--- config.mk ---
export PLATFORM = sky130hd
export DESIGN_NAME = gdci_ram
export DESIGN_NICKNAME = d
export VERILOG_FILES = /design/src/rtl/gdci_ram.sv
export SDC_FILE = /design/constraint.sdc
export NUM_CORES = 1
export LEC_CHECK = 0
export ABC_AREA = 0
export BUFFER_PORTS_ARGS = -buffer_cell sky130_fd_sc_hd__buf_2
export CAP_MARGIN = 20
export CORE_UTILIZATION = 63
export CTS_CLUSTER_DIAMETER = 60
export DETAILED_ROUTE_END_ITERATION = 6
export GPL_TIMING_DRIVEN = 0
export PLACE_DENSITY_LB_ADDON = 0.05
export SLEW_MARGIN = 20
export SYNTH_ARGS = -nofsm -noshare
export SYNTH_HDL_FRONTEND = slang
export SYNTH_SLANG_ARGS = --single-unit
--- constraint.sdc ---
create_clock -name clk -period 3.4 [get_ports clk]
set_clock_uncertainty 0.05 [all_clocks]
set_input_delay 0 -clock clk [delete_from_list [all_inputs] [get_ports clk]]
set_output_delay 0 -clock clk [all_outputs]
set_load 0.02 [all_outputs]
--- src/rtl/gdci_ram.sv ---
// Generic single-port-write, single-port-read RAM with a registered read.
// Standalone; used for the gate window queue of the integrator.
module gdci_ram #(
    parameter int WIDTH = 8,
    parameter int DEPTH = 16
) (
    input  logic                     clk,
    input  logic                     wr_en,
    input  logic [$clog2(DEPTH)-1:0] wr_addr,
    input  logic [WIDTH-1:0]         wr_data,
    input  logic [$clog2(DEPTH)-1:0] rd_addr,
    output logic [WIDTH-1:0]         rd_data
);

    logic [WIDTH-1:0] mem [DEPTH];

    // Write port.
    always_ff @(posedge clk)
    begin
        if (wr_en)
        begin
            mem[wr_addr] <= wr_data;
        end
    end

    // Registered read port.
    always_ff @(posedge clk)
    begin
        rd_data <= mem[rd_addr];
    end

endmodule

**Yosys cells after proc, flatten, opt, wreduce, memory -nomap -nowiden**

Memory sizes are Yosys's and may differ from the RTL's. A register that Yosys moved wholly into a read port is not among the register bits.
Index checks and enable logic that the tools add are counted.

- Output and inout bits: 8
- Register bits: 0
- Memory bits (writable): 128
- Memories kept: 1
- Bits of input ports: 18
- Logic and storage cells: 3

- Multiplexer cells: 2

Memories:

| memory | words | bits a word | rd ports | clocked after Yosys merged registers in | write ports | RTL line | text |
|---|---|---|---|---|---|---|---|
| mem | 16 | 8 | 1 | 1 | 1 | 15 | `logic [WIDTH-1:0] mem [DEPTH];` |

Operators by type and width:

| cell | number |
|---|---|
| $mux 1 | 2 |

**Logic depth before layout (Yosys ltp)**

Gate-level depths: netlist (run 1).

- Depth in word-level cells: 2
- Depth in mapped cells: 5
- Depth with buffers taken out: 3

**Worst setup path after synthesis (run 1)**

Ideal clock, no wire load.

- Path type: input to register
- Start: input wr_addr[2]
- End: memory mem[0][0], enable pin
- Cell stages on the path: 2
- Setup time: 383 ps
- Data required time: 2,967 ps
- Slack: 1,857 ps
- Buffers on the path: 0
- Arrival time: 1,110 ps
- Path through: or3b_2 -> nor3_1

RTL lines:

| item | RTL line | text |
|---|---|---|
| from (decl) | 9 | `input logic [$clog2(DEPTH)-1:0] wr_addr,` |
| to (decl) | 15 |  |

No word-level cell before the write port.

==> impl_metrics.toml, run 1 <==
[outcome]
status = "finished clean"

[global_route]
grt_pass1_vias = 2557
antenna_found_initial = 0
grt_pass1_wl_mm = 15.2
grt.total_usage = 0.268
grt_max_degree = 17
gr-total-overflow = 0

[sta]
fin_hold_ws_ns = 0.000885
finalSetupViolCount = 0
max_freq_mhz = 552
relSlewSlack = 0.435
fin_setup_tns_ns = 0
min_period_ns = 1.81
drv_slew = 0
finalHoldViolations = 0
fin_ws_ns = 1.59
post-route-period-util = 0.533
tightestPinTransition_ns = 0.843
grt_setup_unrepaired = "false"

[route]
ant_nets = 0
via_count = 2548
wl_per_cell_um = 25.7
drt_pre_antenna_iters = 5
drt_iter0_drc = 273
wl_mm = 10.3
viasPerCell = 6.35
drc_errors = 0

[worst_setup_path]
crit_type = "flop to flop"
crit_arrival_ns = 2.16
end_kind = "flop"
r2r-start = "mem[3][7]"
path_buf_inv = 1
path_delay_family = "buffers and inverters"
crit_start = "mem[3][7]"
cp_max_fo = 1
critPathMaxStageDelay_ns = 0.56
startpoint_type = "flop"
worstPathRequired_ns = 3.75
cpMaxStageDelayCell = "dlygate4sd3_1"
path_cells = "mux4_2, dlygate4sd3_1, a22oi_1, nand2_1"

[yosys]
synth_nets = 247
yosys_warnings = 0
avgSynthCellArea_um2 = 22.5
synth_seq_cells = 136
ys_seq_area_frac = 0.778
synth_area_mm2 = 0.00515
netlist_instances = 229
ys_types = 19

[floorplanning]
dieArea_mm2 = 0.00854
initial_utilization = 0.659
die_w_um = 92.4
io_pins = 26
core_mm2 = 0.00781
fp.dieH_um = 92.4
row_count = 32

[power]
internal_power_mw = 3.09
finalPower_mw = 3.88
ir_drop_mv = 0.522
p_per_area_mw_per_mm2 = 632
power_switching_share = 0.204
power.leakage_nw = 2.10
power_frac_comb = 0.053
switching_power_mw = 0.790
clkPwrFrac = 0.461
seqPwrFrac = 0.486

[final_layout]
syn2layout_area_growth_pct = 19.3
fillers = 398
drive_above_1_share = 0.294
num_antenna_cells = 0
fin_nets = 304
seq_area_mm2 = 0.00400
multiInputGateArea_mm2 = 0.00108
final_cell_count_no_fill = 401

[placed_design]
gp_congestion = 0.730
portBuffers = 24
detailedPlace.worstSlack_ns = 1.65
dpl.hpwl_mm = 5.97
dp_cells = 355

[clock_tree]
cts-resized-gates = 0
clockRootBuffer = "clkbuf_8"
cts_tree = "yes"
cts_made_buffers = 17
clk_latency_ns = 0.52
clk_pin_slew_ns = 0.06
cts_max_path_buffers = 2
clock-sinks = 136
cts_setup_buffers = 0
htreeDepth = 4

[hold_path]
hp-class = "primary input to flop"
holdCritStartpoint = "rd_addr[3]"

[job]
max-cap-violations = 0
[layout make-up]
type,instances,area share
Sequential cell,136,0.652
Multi-Input combinational cell,83,0.175
Clock buffer,19,0.0703
Timing Repair Buffer,38,0.0424
Clock inverter,13,0.0251
Tap cell,102,0.0208
Buffer,10,0.0141
[worst register-to-register path, cell delays in order (launching register included)]
cell           delay (ns)
edfxtp_1             0.36
mux4_2               0.46
dlygate4sd3_1        0.56
a22oi_1              0.18
nand2_1              0.08
[flip-flops by register name, indices dropped and copies added, names as in the netlist]
signal   count
mem        128
rd_data      8
[final timing paths]
| check | endpoint | slack, ns | depth (start not counted) |
|---|---|---|---|
| max | rd_data[7] | 1.59 | 4 |
| min | rd_data[7] | 0.0009 | 4 |
| min reg2reg | rd_data[3] | 0.64 | 3 |
| max reg2reg | rd_data[7] | 1.59 | 4 |
[placed cells by master, fill, tap and decap left out, types with 3 or more instances in the layout]
| cell type | n |
|---|---|
| edfxtp_1 | 128 |
| buf_2 | 27 |
| mux4_2 | 18 |
| a22oi_1 | 16 |
| clkbuf_16 | 16 |
| mux4_1 | 14 |
| dlygate4sd3_1 | 14 |
| nor2_1 | 13 |
| nand2_1 | 9 |
| dfxtp_1 | 8 |
| clkinv_2 | 6 |
| nor3_2 | 4 |
| buf_6 | 3 |
| clkdlybuf4s25_2 | 3 |
| bufinv_16 | 3 |
| clkinv_4 | 3 |
[synth_stat cells, drive strengths merged]
| cell | number | area share |
|---|---|---|
| nand3b | 2 | 0.0029 |
| nand2 | 9 | 0.0066 |
| and2b | 1 | 0.0015 |
| nand2b | 2 | 0.0024 |
| nand3 | 1 | 0.00097 |
| a22oi | 16 | 0.023 |
| nor2 | 13 | 0.0095 |
| clkdlybuf4s25 | 3 | 0.0058 |
| and2 | 1 | 0.0012 |
| mux4 | 32 | 0.15 |
| edfxtp | 128 | 0.75 |
| nor2b | 1 | 0.0012 |
| or3b | 1 | 0.0017 |
| nor3 | 4 | 0.0039 |
| buf | 7 | 0.011 |
| dfxtp | 8 | 0.031 |
[power by group through the flow]
stage,Combinational (mW),Sequential (mW),Clock [mW]
2_1_floorplan,0.0951,1.93,0
6_report,0.205,1.89,1.79
3_3_place_gp,0.184,1.92,0
5_1_grt,0.219,1.89,1.86
4_1_cts,0.205,1.89,1.79
3_5_place_dp,0.191,1.92,0
[repair_timing]
item,CTS,global route
endpoints found under the setup margin,0,0
hold endpoints to repair,162,0
hold buffers,14,0
[kinds of logic after synthesis]
family	count (synthesis)	synth area share
flops	136	0.778
simple gates	35	0.0318
compound gates	16	0.0233
mux	32	0.150
buf+inv	10	0.0168
[per-stage QoR]
| step | cell area [um2] | utilization |
|---|---|---|
| after floorplan | 5150 | - |
| after global placement | 5400 | 0.691 |
| after detailed placement | 5420 | 0.694 |
| after CTS | 6140 | 0.787 |
| after global routing | 6140 | 0.787 |
| final | 6140 | 0.787 |
[metal layers]
layer,GRT usage,routed length [um]
met5,0,0
met4,0.107,164
met3,0.0452,850
met2,0.430,5300
met1,0.376,3990
Power figures use the tool's default switching activity.
==> inputs of run 2 (changes only) <==
Settings changed: CORE_UTILIZATION 63 to 60.
Clock period 3.4 ns to 1.8 ns, I/O delays scaled along.
==> impl_metrics.toml, run 2 (synthesized netlist as in run 1, its figures left out) <==
[worst_setup_path]
critPathMaxStageDelay_ns = 0.62
crit_arrival_ns = 1.82
crit_end = "mem[0][1]"
cp_max_fo = 8
crit_start = "wr_addr[3]"
worstPathRequired_ns = 1.89
end_kind = "flop"
startpoint_type = "primary input"
path_cells = "dlygate4sd3_1, buf_2, or3b_2, nor3_2"
rr_endpoint = "rd_data[2]"
cpMaxStageDelayCell = "nor3_2"
crit_type = "primary input to flop"
r2r-start = "mem[5][2]"
r2r_setup_slack_ns = 0.38
rr_worst_depth = 3

[route]
ant_nets = 0
drt_pre_antenna_iters = 4
drt_iter0_drc = 173
viasPerCell = 6.04
drc_errors = 0
wl_mm = 9.58
wl_per_cell_um = 23.7
via_count = 2445

[sta]
min_period_ns = 1.72
max_freq_mhz = 580
finalSetupViolCount = 0
fin_hold_ws_ns = 0.0229
finalHoldViolations = 0
tightestPinTransition_ns = 0.891
post-route-period-util = 0.958
drv_slew = 0
fin_ws_ns = 0.0755
grt_setup_unrepaired = "false"
relSlewSlack = 0.404

[outcome]
status = "finished clean"

[power]
power.leakage_nw = 2.11
internal_power_mw = 5.99
power_switching_share = 0.199
power_frac_comb = 0.050
finalPower_mw = 7.48
switching_power_mw = 1.49
clkPwrFrac = 0.474
seqPwrFrac = 0.476
p_per_area_mw_per_mm2 = 1210
ir_drop_mv = 0.816

[final_layout]
mostFrequentLayoutCells = "edfxtp_1 (128), buf_2 (27), mux4_2 (18)"
fin_area_mm2 = 0.00619
fin_nets = 305
top_register = "mem"
largest_reg_flops = 128
top_regs = "mem x128, rd_data x8"
final_cell_count_no_fill = 405
num_antenna_cells = 0
layout_commonest_cell = "edfxtp_1"
syn2layout_area_growth_pct = 20.2
drive_above_1_share = 0.300

[hold_path]
hp-class = "primary input to flop"

[floorplanning]
fp.dieH_um = 94.6
dieArea_mm2 = 0.00895
die_w_um = 94.6
io_pins = 26
core_mm2 = 0.00826
row_count = 33
initial_utilization = 0.623

[placed_design]
portBuffers = 24
gp_congestion = 0.719
dpl.hpwl_mm = 5.90
detailedPlace.worstSlack_ns = 0.0411
postPlaceCellArea_mm2 = 0.00543
dp_cells = 359

[clock_tree]
htreeDepth = 4
cts_max_path_buffers = 2
clk_latency_ns = 0.51
clockRootBuffer = "clkbuf_8"
cts_tree = "yes"
clock-sinks = 136
clk_pin_slew_ns = 0.06
cts_made_buffers = 17

[global_route]
grt_pass1_wl_mm = 14.1
antenna_found_initial = 0
grt_max_degree = 17
gr-total-overflow = 0
grt_pass1_vias = 2482
grt.total_usage = 0.240

[job]
max-cap-violations = 0
==> run 2: changes by cell type in the layout (fill, tap and decap cells not counted) <==
cell,before,now
buf_4,1,2
clkinv_2,6,2
bufinv_16,3,4
clkbuf_1,1,3
nor2_1,13,10
nor2_2,0,3
inv_6,0,1
==> run 2: what timing repair did <==
item                                   4_1_cts  5_1_grt
hold buffers                                14        0
resized for setup                            0        3
endpoints found under the hold margin      157        0
setup endpoints to repair                    0       16
setup buffers                                0        0
==> run 2: critical path, delay by kind of cell <==
kind | cells | cell delay [ns]
and+or+nand+nor | 2 | 1.13
buffers and inverters | 2 | 0.68
==> run 2: stage by stage <==
step | util | setup TNS [ns]
after floorplan | - | 0
after global placement | 0.654 | -4.16
after detailed placement | 0.657 | 0
after CTS | 0.748 | 0
after global routing | 0.749 | 0
final | 0.749 | 0
==> run 2: worst min path at each step <==
stage	from	endpoint	depth (start not counted)
final	wr_addr[2]	mem[4][0]	3
after CTS	wr_addr[2]	mem[0][6]	3
after global placement	wr_data[6]	mem[6][6]	1
after detailed placement	wr_data[6]	mem[7][6]	1
after global routing	wr_en	mem[4][0]	3
after floorplan	wr_data[0]	mem[0][0]	0
==> run 2: per-layer routing <==
metal / track usage / part of all wire
met1: 0.338 / 0.43
met2: 0.360 / 0.49
met3: 0.0604 / 0.072
met4: 0.109 / 0.011
met5: 0 / 0
==> run 2: cell type report <==
type,count,area (um2)
Sequential cell,136,4000
Fill cell,462,2070
Multi-Input combinational cell,83,1080
Clock buffer,21,439
Timing Repair Buffer,39,268
Clock inverter,11,173
Tap cell,105,131
Buffer,10,86.3
==> run 2: power groups by stage <==
| stage | clock network [mW] | logic [mW] | registers [mW] |
|---|---|---|---|
| global placement | 0 | 0.348 | 3.62 |
| finish | 3.55 | 0.375 | 3.56 |
| floorplan | 0 | 0.180 | 3.65 |
| detailed placement | 0 | 0.354 | 3.62 |
| CTS | 3.58 | 0.379 | 3.56 |
| global route | 3.69 | 0.402 | 3.56 |
==> inputs of run 3 (changes only) <==
Settings changed: CORE_ASPECT_RATIO set to 0.6.
==> impl_metrics.toml, run 3 (synthesized netlist as in run 1, its figures left out) <==
[outcome]
status = "finished clean"

[sta]
fin_ws_ns = 0.360
min_period_ns = 1.44
fin_setup_tns_ns = 0
max_freq_mhz = 695
post-route-period-util = 0.800
drv_slew = 0
finalSetupViolCount = 0
tightestPinTransition_ns = 0.907
finalHoldViolations = 0
grt_setup_unrepaired = "false"
relSlewSlack = 0.393

[worst_setup_path]
crit_arrival_ns = 1.67
crit_type = "flop to flop"
critPathMaxStageDelay_ns = 0.48
startpoint_type = "flop"
cpMaxStageDelayCell = "mux4_2"
end_kind = "flop"
path_buf_inv = 0
path_delay_family = "multiplexers"
worstPathRequired_ns = 2.03
path_cells = "mux4_2, a22oi_1, nand2_1"
cp_max_fo = 1

[hold_path]
hp-class = "primary input to flop"

[route]
wl_per_cell_um = 24.5
wl_mm = 9.82
via_count = 2409
drt_iter0_drc = 245
ant_nets = 0
viasPerCell = 6.01
drc_errors = 0
drt_pre_antenna_iters = 5

[clock_tree]
cts_setup_buffers = 0
clk_pin_slew_ns = 0.06
clk_latency_ns = 0.42
clockRootBuffer = "clkbuf_16"
cts_tree = "yes"
clock-sinks = 136
cts_made_buffers = 17
cts_max_path_buffers = 2
htreeDepth = 4

[placed_design]
detailedPlace.worstSlack_ns = 0.0320
gp_congestion = 0.802
portBuffers = 24
dpl.hpwl_mm = 6.23

[global_route]
grt.total_usage = 0.257
use_met2 = 0.358
grt_max_degree = 17
antenna_found_initial = 0
gr-total-overflow = 0
top_usage_layer = "met1"
grt_pass1_vias = 2403
grt_pass1_wl_mm = 14.8
gr-usage-met3 = 0.0784
use_met1 = 0.378

[final_layout]
drive_above_1_share = 0.290
largest_reg_flops = 128
multiInputGateArea_mm2 = 0.00108
top_regs = "mem x128, rd_data x8"
final_core_util = 0.754
mostFrequentLayoutCells = "edfxtp_1 (128), buf_2 (27), mux4_2 (18)"
seq_area_mm2 = 0.00400
syn2layout_area_growth_pct = 18.7
layout_commonest_cell = "edfxtp_1"
num_antenna_cells = 0
fillers = 453
fin_nets = 298
top_register = "mem"

[power]
finalPower_mw = 7.43
p_per_area_mw_per_mm2 = 1220
power.leakage_nw = 2.07
ir_drop_mv = 0.952

[job]
max-cap-violations = 0

[floorplanning]
die_w_um = 122
initial_utilization = 0.635
row_count = 25
io_pins = 26
fp.dieH_um = 73.7
dieArea_mm2 = 0.00897
core_mm2 = 0.00810
-- run 3: changes by cell type in the layout (fill, tap and decap cells not counted) --
cell           delta
dlygate4sd3_1     -6
inv_6             -1
clkbuf_16         +1
clkinv_2          +1
clkbuf_8          +2
clkinv_4          -3
nor2_2            -3
buf_4             -1
clkbuf_1          -1
nor2_1            +3
bufinv_16         -1
clkinv_1          +2
-- run 3: path summary, 6_finish.rpt --
kind	start	end	slack (ns)	cells after the start
hold reg to reg	mem[11][1]	rd_data[1]	0.64	3
setup / recovery	mem[11][0]	rd_data[0]	0.36	3
hold / removal	rd_addr[0]	rd_data[7]	0.04	4
setup reg to reg	mem[11][0]	rd_data[0]	0.36	3
-- run 3: per-layer routing --
metal	part of all wire	routed length (um)	vias to the layer above
li1	-	-	1079
met4	0.0047	46	0
met2	0.46	4560	89
met1	0.46	4490	1236
met3	0.073	720	5
met5	0	0	-
-- run 3: worst reg2reg max path: stages, from the launching register on --
cell      delay (ns)
edfxtp_1        0.37
mux4_2          0.48
a22oi_1         0.28
nand2_1         0.13
-- run 3: stage by stage --
| step | cells | area, um2 | hold WS [ns] |
|---|---|---|---|
| after floorplan | 229 | 5150 | 0.0489 |
| after global placement | 361 | 5400 | 0.335 |
| after detailed placement | 361 | 5420 | 0.351 |
| after CTS | 401 | 6110 | 0.0292 |
| after global routing | 401 | 6110 | 0.0729 |
| final | 401 | 6110 | 0.0445 |
-- run 3: repair_timing --
item / 4_1_cts / 5_1_grt
hold buffers: 8 / 0
endpoints found under the hold margin: 128 / 0
resized for setup: 0 / 0
-- run 3: final cells by class --
type,count,share of cell area
well taps,108,0.0221
clock buffers,23,0.0799
clock inverters,9,0.0197
repair buffers,32,0.0328
multi-input cells,83,0.176
plain buffers,10,0.0141
flip-flops and latches,136,0.655
-- run 3: report_power, final --
part	switching (mW)	leakage [nW]	total, mW	internal [mW]
clock network	1.20	0.298	3.51	2.31
logic	0.214	0.553	0.366	0.152
registers	0.0170	1.22	3.56	3.54
total	1.43	2.07	7.43	6.00
